===== config.mk =====
export PLATFORM = sky130hd
export DESIGN_NAME = hhfr_out_stage
export DESIGN_NICKNAME = d
export VERILOG_FILES = /design/src/hhfr_pkg.sv /design/src/hhfr_out_stage.sv
export SDC_FILE = /design/constraint.sdc
export NUM_CORES = 1
export LEC_CHECK = 0
export BUFFER_PORTS_ARGS = -buffer_cell sky130_fd_sc_hd__clkbuf_2
export CAP_MARGIN = 40
export CORE_AREA = 4 4 43 83
export DETAILED_ROUTE_END_ITERATION = 16
export DIE_AREA = 0 0 47 87
export PLACE_DENSITY = 0.76
export REMOVE_ABC_BUFFERS = 1
export SYNTH_ARGS = -nofsm -noshare
export SYNTH_HDL_FRONTEND = slang
export SYNTH_SLANG_ARGS = --single-unit

===== constraint.sdc =====
create_clock -name i_clk -period 2.78 [get_ports i_clk]
set_input_delay 0.139 -clock i_clk [delete_from_list [all_inputs] [get_ports i_clk]]
set_output_delay 0.139 -clock i_clk [all_outputs]
set_load 0.01 [all_outputs]

===== src/hhfr_pkg.sv =====
`default_nettype none

package hhfr_pkg;

    localparam int BUFFER_DEPTH_DEFAULT = 2048;

    localparam int DATA_W = 8;
    localparam int ADDR_W = 11;
    localparam int LEN_W  = 12;
    localparam int POS_W  = 16;
    localparam int OFF_W  = 15;
    localparam int IDX_W  = 17;
    localparam int CFG_W  = 12;
    localparam int CFG_IDX_W = 2;

    localparam logic [LEN_W-1:0] MAX_LEN_RESET = 12'd2000;
    localparam int HOLD_BYTES = 3;
    localparam int LOW_BYTES  = 4;

    localparam logic [CFG_IDX_W-1:0] CFG_SESSION_ACTIVE     = 2'd0;
    localparam logic [CFG_IDX_W-1:0] CFG_FRAGMENT_ENABLE    = 2'd1;
    localparam logic [CFG_IDX_W-1:0] CFG_MAX_MESSAGE_LENGTH = 2'd2;

    typedef enum logic [2:0] {
        ST_MORE_FRAGMENTS = 3'd0,
        ST_MESSAGE_READY  = 3'd1,
        ST_BAD_OFFSET     = 3'd2,
        ST_BAD_LENGTH     = 3'd3,
        ST_NO_SESSION     = 3'd4,
        ST_READ_DATA      = 3'd5
    } t_status;

    typedef struct packed {
        logic              mode;
        logic [DATA_W-1:0] data_byte;
        logic              first_byte;
        logic              last_byte;
        logic [ADDR_W-1:0] read_address;
    } t_in_item;

    typedef struct packed {
        logic [2:0]        status;
        logic [LEN_W-1:0]  message_length;
        logic [DATA_W-1:0] read_data;
    } t_out_item;

    typedef struct packed {
        logic                              valid;
        logic                              is_read;
        t_status                           status;
        logic [LEN_W-1:0]                  mlen;
    } t_result;

    typedef struct packed {
        logic [LOW_BYTES-1:0]              we;
        logic [LOW_BYTES-1:0][DATA_W-1:0]  data;
    } t_low_wr;

endpackage

`default_nettype wire


===== src/hhfr_out_stage.sv =====
`default_nettype none

module hhfr_out_stage (
    input  wire logic                        i_clk,
    input  wire logic                        i_rst_n,
    input  wire hhfr_pkg::t_result           i_result,
    input  wire logic [hhfr_pkg::DATA_W-1:0] i_rd_data,
    input  wire logic                        i_out_stall,
    output logic                             o_in_stall,
    output logic                             o_out_valid,
    output hhfr_pkg::t_out_item              o_out_item
);

    logic              r_a_valid;
    hhfr_pkg::t_result r_a;
    logic              r_o_valid;
    hhfr_pkg::t_out_item r_o;
    logic              advance;

    // stage A waits for the registered store read, then moves to the output
    assign advance    = r_a_valid && (!r_o_valid || !i_out_stall);
    assign o_in_stall = r_a_valid && !advance;

    always_ff @(posedge i_clk) begin
        if (!i_rst_n) begin
            r_a_valid <= 1'b0;
            r_o_valid <= 1'b0;
        end else begin
            if (i_result.valid) begin
                r_a_valid <= 1'b1;
            end else if (advance) begin
                r_a_valid <= 1'b0;
            end
            if (advance) begin
                r_o_valid <= 1'b1;
            end else if (!i_out_stall) begin
                r_o_valid <= 1'b0;
            end
        end
    end

    always_ff @(posedge i_clk) begin
        if (i_result.valid) begin
            r_a <= i_result;
        end
        if (advance) begin
            r_o.status         <= r_a.status;
            r_o.message_length <= r_a.mlen;
            r_o.read_data      <= r_a.is_read ? i_rd_data : '0;
        end
    end

    assign o_out_valid = r_o_valid;
    assign o_out_item  = r_o;

endmodule

`default_nettype wire


**Word level (Yosys, flattened, before mapping)**

Index checks and enable logic that the tools add are counted.

- Register bits after elaboration: 41
- Bits of input ports: 28
- Output and inout bits: 25
- Word-level logic and storage cells: 20

- Equal/unequal tests: 1
- Muxes and demuxes: 4
- Reduce and logical (&&, ||, !) cells: 7

Operators by type and width:

| cell | number |
|---|---|
| 1-bit two-way mux | 4 |
| 1-bit zero test | 3 |
| 1-bit logical AND | 2 |
| 2-bit by 1-bit != test with 1-bit output (second input constant) | 1 |
| 2-bit nonzero test | 1 |
| 1-bit logical OR | 1 |

**Depth between registers and ports, before layout**

- Depth in word-level cells: 5
- Depth in mapped cells: 2
- Depth with buffers taken out: 2

**Least setup slack after synthesis**

Ideal clock, no wire load.

- Path kind: register -> register
- Start: register r_a_valid
- End: register r_o (netlist bit o_out_item[0]), enable pin
- Setup time: 0.438 ns
- Arrival: 2.069 ns
- Data required time: 2.342 ns
- Setup slack: 0.272 ns
- Stages on the path, launching flop included: 2
- Buffers on the path: 0
- Clock period less this slack: 2.508 ns
- Cell sequence: dfxtp_1 -> a21boi_0

- Longest elaborated chain between the ends: 1

Ends and longest elaborated chain:

| what | RTL line | source |
|---|---|---|
| from (decl) | hhfr_out_stage.sv:14 | `logic r_a_valid;` |
| from (signal assigned) | hhfr_out_stage.sv:26 | `r_a_valid <= 1'b0;` |
| from (signal assigned) | hhfr_out_stage.sv:30 | `r_a_valid <= 1'b1;` |
| from (signal assigned) | hhfr_out_stage.sv:32 | `r_a_valid <= 1'b0;` |
| 1-bit logical AND | hhfr_out_stage.sv:21 | `assign advance = r_a_valid && (!r_o_valid \|\| !i_out_stall);` |
| net advance | hhfr_out_stage.sv:18 | `logic advance;` |
| to (decl) | hhfr_out_stage.sv:17 | `hhfr_pkg::t_out_item r_o;` |

The timed path passes the listed nets, and every way through them passes these cells.
A chain may end at the register's enable or synchronous reset.

**Final worst setup path**

- Start: register r_o_valid, in the netlist o_out_valid
- End: output o_in_stall

- Longest elaborated chain between the ends: 5

Ends and longest elaborated chain:

| what | RTL line | source |
|---|---|---|
| from (decl) | hhfr_out_stage.sv:16 | `logic r_o_valid;` |
| from (signal assigned) | hhfr_out_stage.sv:27 | `r_o_valid <= 1'b0;` |
| from (signal assigned) | hhfr_out_stage.sv:35 | `r_o_valid <= 1'b1;` |
| from (signal assigned) | hhfr_out_stage.sv:37 | `r_o_valid <= 1'b0;` |
| 1-bit zero test | hhfr_out_stage.sv:21 |  |
| 1-bit logical OR | hhfr_out_stage.sv:21 |  |
| 1-bit logical AND | hhfr_out_stage.sv:21 |  |
| 1-bit zero test | hhfr_out_stage.sv:22 | `assign o_in_stall = r_a_valid && !advance;` |
| 1-bit logical AND | hhfr_out_stage.sv:22 |  |
| to (decl) | hhfr_out_stage.sv:9 | `output logic o_in_stall,` |

Every way passes these cells.

==> summary.txt <==
Run status
  • Outcome: complete, no violations

Routing
  • Vias per inst: 4.54
  • Vias post-DR: about 660
  • Drt pass-1 iters: 4
  • WL final: 1870 um
  • Post-route DRC violation count: 0
  • Initial DRC count: 11
  • Drt wl/cell: around 13 um
  • Detail Route Antenna Nets: 0

Timing
  • Endpoints failing setup: 0
  • Count of pins over their slew limit: 0
  • Clock skew: 0.00434 ns
  • Setup ws final: roughly 1.6 ns
  • Slew headroom: approximately three quarters
  • Peak Freq: approximately 900 MHz
  • Final setup TNS: 0 ns
  • RSZ-0062 raised after global routing: false
  • Tmin final: 1.14 ns
  • Measured slew at the worst slew-check pin: 0.376 ns
  • Hold Vio Cnt, Final: 0
  • Tcrit/Tclk final: between 40 and 50%

Worst setup path
  • CP max-delay cell: dfxtp_1
  • WP buf/inv: 1
  • Largest stage delay on the critical path: around 0.39 ns
  • Arr. time, crit path: 1.00 ns
  • Worst endpoint required time: 2.64 ns
  • Worst-path fanout max: 4
  • WS Path Type: register to output port
  • Delay-heaviest family, CP: flip-flops
  • Worst path cell trace: and3_4 -> clkbuf_2
  • Worst setup EP type: output port
  • Setup crit start kind: register

Place
  • Port Buf Inserts: 52
  • Setup WS pre-CTS: about 1.7 ns
  • Detailed placement HPWL: roughly 1500 um
  • Routability cong.: 0.589

GRT
  • Total global routing overflow: 0
  • First-pass GRT wire length: between 2000 and 3000 um
  • Gr usage total: between 10 and 15%
  • Vias in the first global route: 663
  • Largest net degree at the start of global routing: 24
  • Initial antenna violation count: 0

Clock tree
  • Root Buffer: clkbuf_8
  • H-Tree Depth: 2
  • Clk buf depth: 2
  • Post-cts resize count: 0
  • Clock Sinks: 41
  • CTS tree: done
  • Post-CTS Setup Bufs: 0
  • Worst-path clk slew: about 0.070 ns
  • Worst-Skew Late Latency: between 0.2 and 0.3 ns
  • Total CTS buffers: 5
  • Hold buffer count at CTS: 0

Die
  • Initial core utilization: between 40% and 50%
  • Core area: 2940 sq um
  • Die height: 87 um
  • DIE AREA: just over 4000 sq um
  • Rows: 28
  • Number of I/O pins: 53
  • Chip width: roughly 47 um

Cells and area
  • Layout area overhead: 32.3%
  • Filler cell count in the final layout: about 230
  • Antenna fix cells: 0
  • Nets: between 100 and 150
  • Share of cells above drive strength 1: approximately 54%
  • Util after Layout: 58.4%

Yosys
  • Cell count after synthesis: 54
  • Sequential fraction of the synthesis area: a little over 90%
  • Syn_area_per_cell: 24.1 sq um
  • Synth Warn #: 0
  • Mapped Area: roughly 1300 sq um
  • Synth cell types: 8
  • Yosys reg bits: 41

Worst hold path
  • Worst min path class: input pin to register

Power
  • Total Power: approximately 1200 uW
  • Leakage power: 0.000698 uW
  • P per Cell Area: about 720 nW/um^2
  • Worst vdd ir: ~0.56 mV

Flow run
  • Max-cap violations: 0
[per-stage QoR]
step | area (sq um) | hold slack, ns | instances
floorplan | 1300 | 0.238 | 54
global placement | 1610 | 0.316 | 137
detailed placement | 1610 | 0.318 | 137
CTS | 1720 | 0.00558 | 145
global route | 1720 | 0.00161 | 145
finish | 1720 | 0.0217 | 145
[layout make-up]
| cell class | instances | area, sq um | share of cell area (%) |
|---|---|---|---|
| Multi-Input combinational cell | 13 | 91.3 | 5.32 |
| Tap cell | 30 | 37.5 | 2.18 |
| Clock buffer | 5 | 68.8 | 4.01 |
| Sequential cell | 41 | 1210 | 70.5 |
| Timing Repair Buffer | 53 | 268 | 15.6 |
| Clock inverter | 3 | 41.3 | 2.40 |
[registers in the layout (all words and copies together) (netlist names)]
register / cells
r_a_valid: 1
o_out_valid: 1
r_a: 16
o_out_item: 23
[where the power goes]
group | switching (uW) | internal (uW) | leakage, uW
sequential | 12.0 | 722 | 0.000390
clock | 183 | 264 | 0.0000518
combinational | 33.3 | 30.9 | 0.000257
[cell families after synthesis]
logic type / synth area share [%]
AND/OR/NAND/NOR: 5.20
flip-flops: 93.3
AO/OA/AOI/OAI: 1.54
[routing by layer]
metal	vias to the layer above	wire length (um)	GRT usage [%]
met5	-	0	0
met2	29	1080	17.8
met3	6	161	3.73
met4	0	73	9.07
met1	295	556	10.5
li1	328	-	-
[cell usage in the layout, fill, tap and decap left out]
master,n
clkbuf_2,52
edfxtp_1,39
and2_1,8
clkbuf_8,5
dfxtp_1,2
a21boi_2,1
and3_4,1
o21a_1,1
a21oi_1,1
nor2b_1,1
clkinvlp_4,1
clkinv_1,1
bufinv_16,1
buf_4,1
[path summary, 6_finish.rpt]
kind	start	to	slack (ns)	cells after the start
max	o_out_valid$_SDFFE_PN0P_	o_in_stall	1.64	2
min	i_result[10]	r_a[10]$_DFFE_PP_	0.02	1
min reg2reg	r_a[9]$_DFFE_PP_	o_out_item[17]$_DFFE_PP_	0.42	0
max reg2reg	r_a_valid$_SDFFE_PN0P_	o_out_item[6]$_SDFFCE_PN0P_	1.66	2
[worst reg2reg max path: cells and delay by family, from the launching register on]
kind,cells,cell delay [ns]
buf+inv,1,0.28
compound gates,1,0.16
flops,1,0.35
[Yosys cell counts (all sizes together)]
cell type	count	area [sq um]
dfxtp	2	40.0
edfxtp	39	1170
o21a	1	7.51
a21boi	1	7.51
nor2b	1	6.26
a21oi	1	5.00
and2	8	50.1
and3	1	11.3
Power figures use the tool's default switching activity.
