--- src/hhfr_pkg.sv ---
`default_nettype none

package hhfr_pkg;

    localparam int BUFFER_DEPTH_DEFAULT = 2048;

    localparam int DATA_W = 8;
    localparam int ADDR_W = 11;
    localparam int LEN_W  = 12;
    localparam int POS_W  = 16;
    localparam int OFF_W  = 15;
    localparam int IDX_W  = 17;
    localparam int CFG_W  = 12;
    localparam int CFG_IDX_W = 2;

    localparam logic [LEN_W-1:0] MAX_LEN_RESET = 12'd2000;
    localparam int HOLD_BYTES = 3;
    localparam int LOW_BYTES  = 4;

    localparam logic [CFG_IDX_W-1:0] CFG_SESSION_ACTIVE     = 2'd0;
    localparam logic [CFG_IDX_W-1:0] CFG_FRAGMENT_ENABLE    = 2'd1;
    localparam logic [CFG_IDX_W-1:0] CFG_MAX_MESSAGE_LENGTH = 2'd2;

    typedef enum logic [2:0] {
        ST_MORE_FRAGMENTS = 3'd0,
        ST_MESSAGE_READY  = 3'd1,
        ST_BAD_OFFSET     = 3'd2,
        ST_BAD_LENGTH     = 3'd3,
        ST_NO_SESSION     = 3'd4,
        ST_READ_DATA      = 3'd5
    } t_status;

    typedef struct packed {
        logic              mode;
        logic [DATA_W-1:0] data_byte;
        logic              first_byte;
        logic              last_byte;
        logic [ADDR_W-1:0] read_address;
    } t_in_item;

    typedef struct packed {
        logic [2:0]        status;
        logic [LEN_W-1:0]  message_length;
        logic [DATA_W-1:0] read_data;
    } t_out_item;

    typedef struct packed {
        logic                              valid;
        logic                              is_read;
        t_status                           status;
        logic [LEN_W-1:0]                  mlen;
    } t_result;

    typedef struct packed {
        logic [LOW_BYTES-1:0]              we;
        logic [LOW_BYTES-1:0][DATA_W-1:0]  data;
    } t_low_wr;

endpackage

`default_nettype wire

--- src/hhfr_ctrl.sv ---
`default_nettype none

module hhfr_ctrl #(
    parameter int BUFFER_DEPTH = hhfr_pkg::BUFFER_DEPTH_DEFAULT
) (
    input  wire logic                             i_clk,
    input  wire logic                             i_rst_n,
    input  wire logic                             i_fire,
    input  wire hhfr_pkg::t_in_item               i_item,
    input  wire logic                             i_cfg_we,
    input  wire logic [hhfr_pkg::CFG_IDX_W-1:0]   i_cfg_index,
    input  wire logic [hhfr_pkg::CFG_W-1:0]       i_cfg_data,
    output hhfr_pkg::t_low_wr                     o_low_wr,
    output logic                                  o_mem_we,
    output logic [$clog2(BUFFER_DEPTH)-1:0]       o_mem_idx,
    output logic [hhfr_pkg::DATA_W-1:0]           o_mem_data,
    output hhfr_pkg::t_result                     o_result
);

    localparam int AW    = $clog2(BUFFER_DEPTH);
    localparam int IDX_W = hhfr_pkg::IDX_W;
    localparam int LEN_W = hhfr_pkg::LEN_W;
    localparam int OFF_W = hhfr_pkg::OFF_W;
    localparam int POS_W = hhfr_pkg::POS_W;

    function automatic logic [4:0] hex_nibble(input logic [7:0] c);
        logic [4:0] r;
        r = '0;
        if (c >= 8'h30 && c <= 8'h39) begin
            r = {1'b1, 4'(c - 8'h30)};
        end else if (c >= 8'h61 && c <= 8'h66) begin
            r = {1'b1, 4'(c - 8'h57)};
        end else if (c >= 8'h41 && c <= 8'h46) begin
            r = {1'b1, 4'(c - 8'h37)};
        end
        return r;
    endfunction

    function automatic logic offset_bad(input logic [OFF_W-1:0] off,
                                        input logic [LEN_W-1:0] reas,
                                        input logic [LEN_W-1:0] max_len);
        return ((off != '0) && (off != OFF_W'(reas))) || (off > OFF_W'(max_len));
    endfunction

    logic                              r_session;
    logic                              r_frag_en;
    logic [LEN_W-1:0]                  r_max;
    logic [POS_W-1:0]                  r_pos;
    logic [POS_W-1:0]                  n_pos;
    logic [hhfr_pkg::DATA_W-1:0]       r_hold [hhfr_pkg::HOLD_BYTES];
    logic [hhfr_pkg::DATA_W-1:0]       n_hold [hhfr_pkg::HOLD_BYTES];
    logic                              r_frag, n_frag;
    logic                              r_final, n_final;
    logic                              r_over, n_over;
    logic [OFF_W-1:0]                  r_frag_off, n_frag_off;
    logic [LEN_W-1:0]                  r_reas, n_reas;

    always_comb begin
        logic [POS_W-1:0]  pos;
        logic [7:0]        b;
        logic              frag, final_f, over;
        logic [4:0]        nb0, nb1, nb2, nb3;
        logic              hdr_ok;
        logic [15:0]       dec_v;
        logic              put_req;
        logic [IDX_W-1:0]  put_idx;
        logic [OFF_W-1:0]  cur_off;
        logic [IDX_W-1:0]  total;

        n_pos      = r_pos;
        n_hold     = r_hold;
        n_frag     = r_frag;
        n_final    = r_final;
        n_over     = r_over;
        n_frag_off = r_frag_off;
        n_reas     = r_reas;
        o_low_wr   = '0;
        o_mem_we   = 1'b0;
        o_mem_idx  = '0;
        o_result   = '0;

        b       = i_item.data_byte;
        o_mem_data = b;
        pos     = i_item.first_byte ? '0   : r_pos;
        frag    = i_item.first_byte ? 1'b0 : r_frag;
        final_f = i_item.first_byte ? 1'b0 : r_final;
        over    = i_item.first_byte ? 1'b0 : r_over;

        nb0    = hex_nibble(r_hold[0]);
        nb1    = hex_nibble(r_hold[1]);
        nb2    = hex_nibble(r_hold[2]);
        nb3    = hex_nibble(b);
        hdr_ok = r_frag_en & nb0[4] & nb1[4] & nb2[4] & nb3[4];
        dec_v  = {nb0[3:0], nb1[3:0], nb2[3:0], nb3[3:0]};

        put_req = 1'b0;
        put_idx = '0;
        cur_off = '0;
        total   = '0;

        if (i_fire && i_item.mode) begin
            o_result.valid   = 1'b1;
            o_result.is_read = 1'b1;
            o_result.status  = hhfr_pkg::ST_READ_DATA;
        end else if (i_fire) begin
            if (pos < POS_W'(4)) begin
                if (pos < POS_W'(3)) begin
                    for (int j = 0; j < hhfr_pkg::HOLD_BYTES; j++) begin
                        if (pos[1:0] == 2'(j)) begin
                            n_hold[j] = b;
                        end
                    end
                end else if (hdr_ok) begin
                    frag       = 1'b1;
                    final_f    = dec_v[15];
                    n_frag_off = dec_v[14:0];
                end else begin
                    for (int j = 0; j < hhfr_pkg::LOW_BYTES; j++) begin
                        if (LEN_W'(j) >= r_max) begin
                            over = 1'b1;
                        end else if (r_session) begin
                            o_low_wr.we[j]   = 1'b1;
                            o_low_wr.data[j] = (j == 3) ? b : r_hold[j % 3];
                        end
                    end
                end
            end else if (frag) begin
                if (!offset_bad(r_frag_off, r_reas, r_max)) begin
                    put_req = 1'b1;
                    put_idx = IDX_W'(r_frag_off) + IDX_W'(pos - POS_W'(4));
                end
            end else begin
                put_req = 1'b1;
                put_idx = IDX_W'(pos);
            end

            if (put_req) begin
                if (put_idx >= IDX_W'(r_max)) begin
                    over = 1'b1;
                end else if (r_session) begin
                    if (put_idx < IDX_W'(hhfr_pkg::LOW_BYTES)) begin
                        o_low_wr.we[put_idx[1:0]]   = 1'b1;
                        o_low_wr.data[put_idx[1:0]] = b;
                    end else if (put_idx < IDX_W'(BUFFER_DEPTH)) begin
                        o_mem_we  = 1'b1;
                        o_mem_idx = AW'(put_idx);
                    end
                end
            end

            n_pos   = (pos == '1) ? pos : pos + POS_W'(1);
            n_frag  = frag;
            n_final = final_f;

            if (i_item.last_byte) begin
                o_result.valid = 1'b1;
                cur_off = (pos == POS_W'(3)) ? dec_v[14:0] : r_frag_off;
                total   = IDX_W'(cur_off) + IDX_W'(pos) - IDX_W'(3);
                if (!r_session) begin
                    o_result.status = hhfr_pkg::ST_NO_SESSION;
                end else if (frag) begin
                    if (offset_bad(cur_off, r_reas, r_max)) begin
                        o_result.status = hhfr_pkg::ST_BAD_OFFSET;
                        n_reas = '0;
                    end else if (over) begin
                        o_result.status = hhfr_pkg::ST_BAD_LENGTH;
                        n_reas = '0;
                    end else if (final_f) begin
                        o_result.status = hhfr_pkg::ST_MESSAGE_READY;
                        o_result.mlen   = total[LEN_W-1:0];
                        n_reas = '0;
                    end else begin
                        o_result.status = hhfr_pkg::ST_MORE_FRAGMENTS;
                        n_reas = total[LEN_W-1:0];
                    end
                end else begin
                    if (pos < POS_W'(3)) begin
                        for (int j = 0; j < hhfr_pkg::HOLD_BYTES; j++) begin
                            if (POS_W'(j) <= pos) begin
                                if (LEN_W'(j) >= r_max) begin
                                    over = 1'b1;
                                end else begin
                                    o_low_wr.we[j]   = 1'b1;
                                    o_low_wr.data[j] = (pos[1:0] == 2'(j)) ? b : r_hold[j];
                                end
                            end
                        end
                    end
                    if (over) begin
                        o_result.status = hhfr_pkg::ST_BAD_LENGTH;
                    end else begin
                        o_result.status = hhfr_pkg::ST_MESSAGE_READY;
                        o_result.mlen   = pos[LEN_W-1:0] + LEN_W'(1);
                    end
                    n_reas = '0;
                end
                n_pos   = '0;
                n_frag  = 1'b0;
                n_final = 1'b0;
                over    = 1'b0;
            end
            n_over = over;
        end
    end

    always_ff @(posedge i_clk) begin
        if (!i_rst_n) begin
            r_session  <= 1'b0;
            r_frag_en  <= 1'b0;
            r_max      <= hhfr_pkg::MAX_LEN_RESET;
            r_pos      <= '0;
            r_frag     <= 1'b0;
            r_final    <= 1'b0;
            r_over     <= 1'b0;
            r_frag_off <= '0;
            r_reas     <= '0;
        end else begin
            if (i_cfg_we) begin
                unique case (i_cfg_index)
                    hhfr_pkg::CFG_SESSION_ACTIVE:     r_session <= i_cfg_data[0];
                    hhfr_pkg::CFG_FRAGMENT_ENABLE:    r_frag_en <= i_cfg_data[0];
                    hhfr_pkg::CFG_MAX_MESSAGE_LENGTH: r_max     <= i_cfg_data[LEN_W-1:0];
                    default: ;
                endcase
            end
            r_pos      <= n_pos;
            r_frag     <= n_frag;
            r_final    <= n_final;
            r_over     <= n_over;
            r_frag_off <= n_frag_off;
            r_reas     <= n_reas;
        end
    end

    always_ff @(posedge i_clk) begin
        r_hold <= n_hold;
    end

endmodule

`default_nettype wire

--- config.mk ---
export PLATFORM = sky130hd
export DESIGN_NAME = hhfr_ctrl
export DESIGN_NICKNAME = d
export VERILOG_FILES = /design/src/hhfr_pkg.sv /design/src/hhfr_ctrl.sv
export SDC_FILE = /design/constraint.sdc
export NUM_CORES = 1
export LEC_CHECK = 0
export BUFFER_PORTS_ARGS = -buffer_cell sky130_fd_sc_hd__clkbuf_2
export CORE_ASPECT_RATIO = 1.4
export CORE_MARGIN = 2
export CORE_UTILIZATION = 55
export DETAILED_ROUTE_END_ITERATION = 8
export GPL_ROUTABILITY_DRIVEN = 0
export HOLD_SLACK_MARGIN = 0.15
export PLACE_DENSITY = 0.76
export SLEW_MARGIN = 30
export SYNTH_ARGS = -nofsm -noshare
export SYNTH_HDL_FRONTEND = slang
export SYNTH_SLANG_ARGS = --single-unit
--- constraint.sdc ---
create_clock -name i_clk -period 8.7 [get_ports i_clk]
set_clock_uncertainty 0.1 [all_clocks]
set_input_delay 0.435 -clock i_clk [delete_from_list [all_inputs] [get_ports i_clk]]
set_output_delay 0.435 -clock i_clk [all_outputs]
set_load 0.01 [all_outputs]
# --- Yosys cells after proc, flatten, opt, wreduce, memory -nomap -nowiden ---
# Cells that the tools add are included.
classes:
  n_lt_le_gt_ge: 40
  mul: 0
  add_sub_neg: 18
  div: 0
  n_shift: 0
  mux: 154
  n_reduce_logical: 29
  n_bitwise: 7
  n_eq_ne: 8
op_table:
  columns: ["cell", "count"]
  rows:
  - ["$mux 36", 11]
  - ["$mux 8", 18]
  - ["$mux 12", 10]
  - ["$mux 24", 4]
  - ["$mux 17", 5]
  - ["$mux 11", 7]
  - ["$mux 1", 68]
  - ["$ge 8x7->1 const B", 8]
  - ["$le 8x7->1 const B", 8]
  - ["$mux 15", 4]
  - ["$mux 5", 12]
  - ["$mux 16", 3]
  - ["$bwmux 32", 1]
  - ["$ge 8x6->1 const B", 4]
  - ["$le 1x16->1 const A", 2]
  - ["$le 8x6->1 const B", 4]
  - ["$sub 4x3->4 const B", 8]
  - ["$gt 15x12->1", 2]
  - ["$ne 15x12->1", 2]
  - ["$reduce_bool 15->1", 2]
  - ["$ge 1x12->1 const A", 2]
  - ["$ge 2x12->1 const A", 2]
  - ["$mux 3", 7]
  - ["$add 15x17->17", 1]
  - ["30 further kinds", 61]
totals:
  rom_bits: 0
  input_bits: 40
  regBits: 84
  latchBits: 0
  output_inout_bits: 73
  n_memories: 0
  word_cells: 268
  ram_bits: 0

# --- Logic depth before layout (Yosys ltp) ---
logic_depth:
  depth_word: 34
  depth_mapped: 24
  depth_no_buf: 21

# --- Worst setup path after synthesis ---
# OpenSTA, ideal clock, no wires.
synth_timing:
  path_kind: "input port to output port"
  from: "input port i_item[12] in the netlist's numbering"
  to: "output port o_low_wr[3] in the netlist's numbering"
  path_slack_ns: 3.179
  arrival_ns: 4.986
  path_stages: 23
  required_ns: 8.165
  n_path_buf: 4
  cell_sequence: "clkbuf_1 > clkbuf_1 > nor2b_1 > inv_1 > xnor2_1 > ha_1 > fa_1 > a21o_1 > and4_1 > or3_1 > nand3_1 > a21oi_1 > ha_1 > and3_1 > and3_1 > nand3_1 > or3_1 > o2111a_1 > and4_1 > clkbuf_1 > buf_2 > a31o_2 > a31oi_1"
synth_lines:
  columns: ["element", "line", "rtl"]
  rows:
  - ["start: declaration", "hhfr_ctrl.sv:9", "input wire hhfr_pkg::t_in_item i_item,"]
  - ["end: declaration", "hhfr_ctrl.sv:13", "output hhfr_pkg::t_low_wr o_low_wr,"]

# --- Worst setup path after layout ---
layout_timing:
  from: "input port i_item[12] in the netlist's numbering"
  to: "output port o_mem_idx[7]"
layout_via:
  elab_chain_len: 16
  word_cells_on_any_way: 24
  cone_classes: "add/sub (2); order compare (4); mux (18)"
layout_lines:
  columns: ["element", "line", "rtl"]
  rows:
  - ["$mux 16", "hhfr_ctrl.sv:84", "pos = i_item.first_byte ? '0 : r_pos;"]
  - ["$sub 16x3->17", "hhfr_ctrl.sv:130", "put_idx = IDX_W'(r_frag_off) + IDX_W'(pos - POS_W'(4));"]
  - ["$add 15x17->17", "hhfr_ctrl.sv:130", null]
  - ["$mux 17", "hhfr_ctrl.sv:128", "if (!offset_bad(r_frag_off, r_reas, r_max)) begin"]
  - ["$mux 17", "hhfr_ctrl.sv:127", "end else if (frag) begin"]
  - ["$mux 17", "hhfr_ctrl.sv:106", "if (pos < POS_W'(4)) begin"]
  - ["$mux 17", "hhfr_ctrl.sv:105", "end else if (i_fire) begin"]
  - ["$mux 17", "hhfr_ctrl.sv:101", "if (i_fire && i_item.mode) begin"]
  - ["$lt 17x12->1", "hhfr_ctrl.sv:144", "end else if (put_idx < IDX_W'(BUFFER_DEPTH)) begin"]
  - ["$mux 11", "hhfr_ctrl.sv:144", null]
  - ["$mux 11", "hhfr_ctrl.sv:141", "if (put_idx < IDX_W'(hhfr_pkg::LOW_BYTES)) begin"]
  - ["$mux 11", "hhfr_ctrl.sv:140", "end else if (r_session) begin"]
  - ["$mux 11", "hhfr_ctrl.sv:138", "if (put_idx >= IDX_W'(r_max)) begin"]
  - ["$mux 11 (*)", "hhfr_ctrl.sv:137", "if (put_req) begin"]
  - ["$mux 11 (*)", "hhfr_ctrl.sv:105", null]
  - ["$mux 11 (*)", "hhfr_ctrl.sv:101", null]
  - ["end: declaration", "hhfr_ctrl.sv:15", "output logic [$clog2(BUFFER_DEPTH)-1:0] o_mem_idx,"]
# Mark *: on every way between the ends. The rest lies on a longest branch, timed or not. The select of a mux whose other input is x is not followed.

==> results <==
- The path class of the tightest hold or removal check is in2reg.
- Yosys instantiated no cell more often than sky130_fd_sc_hd__inv_1.
- After synthesis, the share of flip-flops with an asynchronous set or reset is 0%.
- The register area is roughly 1900 µm².
- The HPWL after detailed placement is 23690 µm.
- The clock passes through at most 2 buffers.
- The worst setup path is captured at an output pin.
- The data arrival time of the critical path is 6.69 ns.
- Setup slack on the worst reg-to-reg path comes out at 3.37 ns.
- IR analysis of the VDD net gives a maximum drop of 0.00007195 V.
- TritonCTS created 9 clock buffers.
- The first global-routing pass estimated ~48000 µm of wire.
- Counting flops with a built-in enable in the synthesized netlist gives 24.
- The depth of the CTS H-tree is 3.
- The DRC violation count after routing is 0.
- For this run, the register share of the synthesized area comes to a little over a fifth.
- The dominant cell type by area after synthesis is sky130_fd_sc_hd__ha_1.
- The synthesis-to-finish area growth is 9.037%.
- The via count of the first global-routing pass came to around 9000.
- Max-cap violations in this run came to 0.
- Counting cells, the worst reg-to-reg path comes to 20.
- For this design the top-level I/O count stands at approximately 110.
- For this design, the CTS-stage hold fixing added 0 buffers.
- The worst setup path category is in2out.
- The run finished with clean final reports.
- Summing all multi-input logic gate instances after layout gives 6580 µm².
- The number of hold violations in the final report came to 0.
- The tree is rooted in a sky130_fd_sc_hd__clkbuf_16.
- The count of buffers from port buffering is 101.
- In this run, the number of DRC markers left after iteration 0 of detailed routing was a little under 1000.
- The TritonCTS clock tree is built.
- After technology mapping, the gate count stands at roughly 1200.
- The count of unique library cells instantiated by Yosys is 88.
- STA classifies the critical path startpoint as an input pin.
- Summed over all layers, the global routing overflow is 0.
- Setup repair after global routing left no endpoint under its margin.
- The worst hold-check slack is a little under 0.2 ns.
- The remaining antenna violation count after routing is 0.
- Summed over all failing endpoints, the final setup total negative slack is 0 ns.
- The total power divided by cell area is approximately 91 nW/µm².
- The slowest stage of the critical path belongs to the cell sky130_fd_sc_hd__and4_1.
- The largest net degree at the start of global routing is 44.
- The number of sinks handled by clock tree synthesis is 84.
- The post-route netlist has 13.57% of its cells at a drive strength greater than 1.
- After layout, the design draws a total of 0.9210 mW.
- The most used flip-flop cell after synthesis is sky130_fd_sc_hd__dfxtp_1.
- The static power due to leakage is 4.350 nW.
- The signal on the critical path passes through clkbuf_2 > nor2b_1 > inv_1 > ha_1 > inv_1 > ha_1 > o21ai_0 > o21bai_1 > a21oi_1 > xnor2_1 > o22ai_1 > nor2_1 > ha_1 > a21o_1 > a211oi_1 > o2bb2ai_1 > o21a_1 > a21oi_1 > o211ai_1 > and4_1 > nand3_1 > a211oi_1 > clkbuf_2.
- Yosys printed 0 warnings.
- The clock transition at the register clock pins on the worst setup and hold paths after CTS is 0.07 ns.
- For the pin with the worst max-slew slack, the measured transition is about 1 ns.
- The count of instances resized after the clock tree is built is 0.
- The number of slew-limit violations in the final report is 0.
- The die footprint is 17860 µm².
- Along the worst hold path, the cell count comes to 3.
- The height of the die is ~160 µm.
- Ranked by total cell area, the synthesized netlist is headed by sky130_fd_sc_hd__ha_1 13%, sky130_fd_sc_hd__dfxtp_1 13%, sky130_fd_sc_hd__edfxtp_1 7.8%, sky130_fd_sc_hd__a21oi_1 5.7%, sky130_fd_sc_hd__inv_1 4.9%.
- In this run the critical register-to-register path is captured at r_reas[11].
- The netlist area before placement is about 9200 µm².
- The floorplan step set the die width to ~110 µm.
- The final antenna diode count is 0.
- In this run, placement finished with an instance count of ~1500.
- The layout has between 1500 and 2000 filler cells.
- The insertion delay of the later-clocked pin in the worst-skew pair is between 0.3 and 0.4 ns.
- The number of nets produced by synthesis is ~1400.
- The maximum fanout encountered on the critical timing path is 35.
- The fmax is around 0.14 GHz.
- Of the available clock period, the critical path in the final layout requires 83.05%.
- After layout, the minimum clock period comes to between 7 and 8 ns.
- The startpoint of the worst register-to-register path is r_max[1].
- In this run the tightest slew margin relative to its limit is 31.94%.
- The number of setup buffers added after CTS is 0.
- Sorting the synthesized cells by how often they occur yields 121 x sky130_fd_sc_hd__inv_1, 105 x sky130_fd_sc_hd__a21oi_1, 102 x sky130_fd_sc_hd__nor2_1.
- In this run, synthesis produced a sequential element count of between 80 and 90.
- The cell type with the highest occurrence count on the critical path is sky130_fd_sc_hd__ha_1.
- The share of Yosys cell area claimed by the top area cell type is a little over an eighth.
- The routed wire length per instance is between 20 and 25 µm.
- The area of all placed cells without fillers is ~10000 µm².
- The mean instance size in the synthesized netlist is 7.570 µm².
- The final number of setup-violating endpoints is 0.
- Across all layers, the routed design uses 9876 vias.
- The post-layout net count is between 1000 and 1500.
- After detailed routing, the total wire length is between 30000 and 40000 µm.
- The number of vias per cell after detailed routing is 6.682.
- The first element of the critical path is i_item[12].
- The standard cell area after detailed placement is approximately 9800 µm².
- The total track usage is 34.96%.
- Before antenna repair, the detailed router went through 6 iterations.
- The starting density of the core is approximately 56%.
- The data required time at the worst endpoint is 8.17 ns.
- The standard-cell row count is 56.
- The count of placed standard cells in the final layout, fillers left out is ~1500.
- The peak per-stage delay on the critical path is about 0.87 ns.
- The initial antenna violation count is 0.
- In this run the standard cell core region covers ~17000 µm².
- The capture point of the worst path is o_mem_idx[7].
-- worst min path at each step --
stage	from	end	slack, ns
6_report	i_cfg_data[3]	r_max[3]	0.20
5_1_grt	i_cfg_data[3]	r_max[3]	0.22
4_1_cts	i_cfg_data[3]	r_max[3]	0.20
3_5_place_dp	r_over	r_over	0.35
3_3_place_gp	r_over	r_over	0.34
2_1_floorplan	r_max[11]	r_max[11]	0.34
-- through the flow --
step	worst slack (ns)	utilization, %
6_report	1.474	60.64
3_5_place_dp	1.649	58.72
4_1_cts	1.640	60.56
2_1_floorplan	3.179	-
5_1_grt	0.9372	60.64
3_3_place_gp	1.755	58.68
-- layout by cell type (no fill, tap or decap), drive strengths merged, types with 7 or more instances in the layout --
master / synthesis / final
inv: 121 / 123
clkbuf: 51 / 111
a21oi: 105 / 105
nor2: 103 / 103
ha: 99 / 99
nand2: 92 / 92
dfxtp: 60 / 60
o21ai: 56 / 56
nand3: 34 / 34
nor3: 34 / 34
nand4: 26 / 26
xor2: 24 / 24
edfxtp: 24 / 24
xnor2: 23 / 23
nand2b: 19 / 19
o211ai: 19 / 19
a211oi: 18 / 18
nor2b: 18 / 18
nor4: 18 / 18
a31oi: 16 / 16
o21a: 14 / 14
a21o: 14 / 14
mux2: 13 / 13
and2: 12 / 12
and3: 12 / 12
a22oi: 12 / 12
or2: 11 / 11
o21bai: 9 / 9
or3: 9 / 9
o22ai: 9 / 9
mux2i: 9 / 9
nor3b: 9 / 9
a32o: 8 / 8
a2111oi: 7 / 7
-- flip-flops by register name, indices dropped and copies added (netlist names) --
| signal | cells |
|---|---|
| r_hold | 24 |
| r_frag_off | 15 |
| r_max | 12 |
| r_pos | 16 |
| r_final | 1 |
| r_over | 1 |
| r_frag_en | 1 |
| r_reas | 12 |
| r_session | 1 |
| r_frag | 1 |
-- worst max-delay path: cells and delay by family --
kind | cells | cell delay, ns
adders and majority gates | 3 | 0.94
AOI/OAI and AO/OA | 11 | 2.47
and+or+nand+nor | 4 | 1.91
xor gates and xnor gates | 1 | 0.14
buffers and inverters | 4 | 0.79
-- area by class of cell --
class | count | area share [%]
Tap cell | 203 | 2.522
Multi-Input combinational cell | 946 | 65.35
Clock inverter | 6 | 0.5467
Clock buffer | 10 | 2.485
Sequential cell | 84 | 19.09
Inverter | 122 | 4.548
Timing Repair Buffer | 107 | 5.467
-- report_power, final --
group / leakage [nW] / internal (mW) / switching (mW) / total [mW]
Sequential: 0.710 / 0.411 / 0.0108 / 0.421
Combinational: 3.49 / 0.0308 / 0.0635 / 0.0942
Clock: 0.147 / 0.216 / 0.189 / 0.405
-- cells by family (layout without fill, tap and decap cells) --
kind of cell	Yosys count	after routing	synth area share [%]
AND/OR/NAND/NOR	422	422	24.06
AO/OA/AOI/OAI	354	354	26.00
buffers and inverters	190	245	8.264
adder cells (fa/ha/maj)	101	101	13.85
flip-flops	84	84	20.81
XOR/XNOR	47	47	4.457
multiplexers	22	22	2.561
-- routing by layer --
metal  vias up  global-route usage (%)  routed length (µm)
li1       4554                       -                   -
met1      4560                   39.21               11400
met2       572                   59.17               14730
met3       190                   5.930                2831
met4         0                   26.02                2721
met5         -                       0                   0
(Power assumes the default switching activity.)
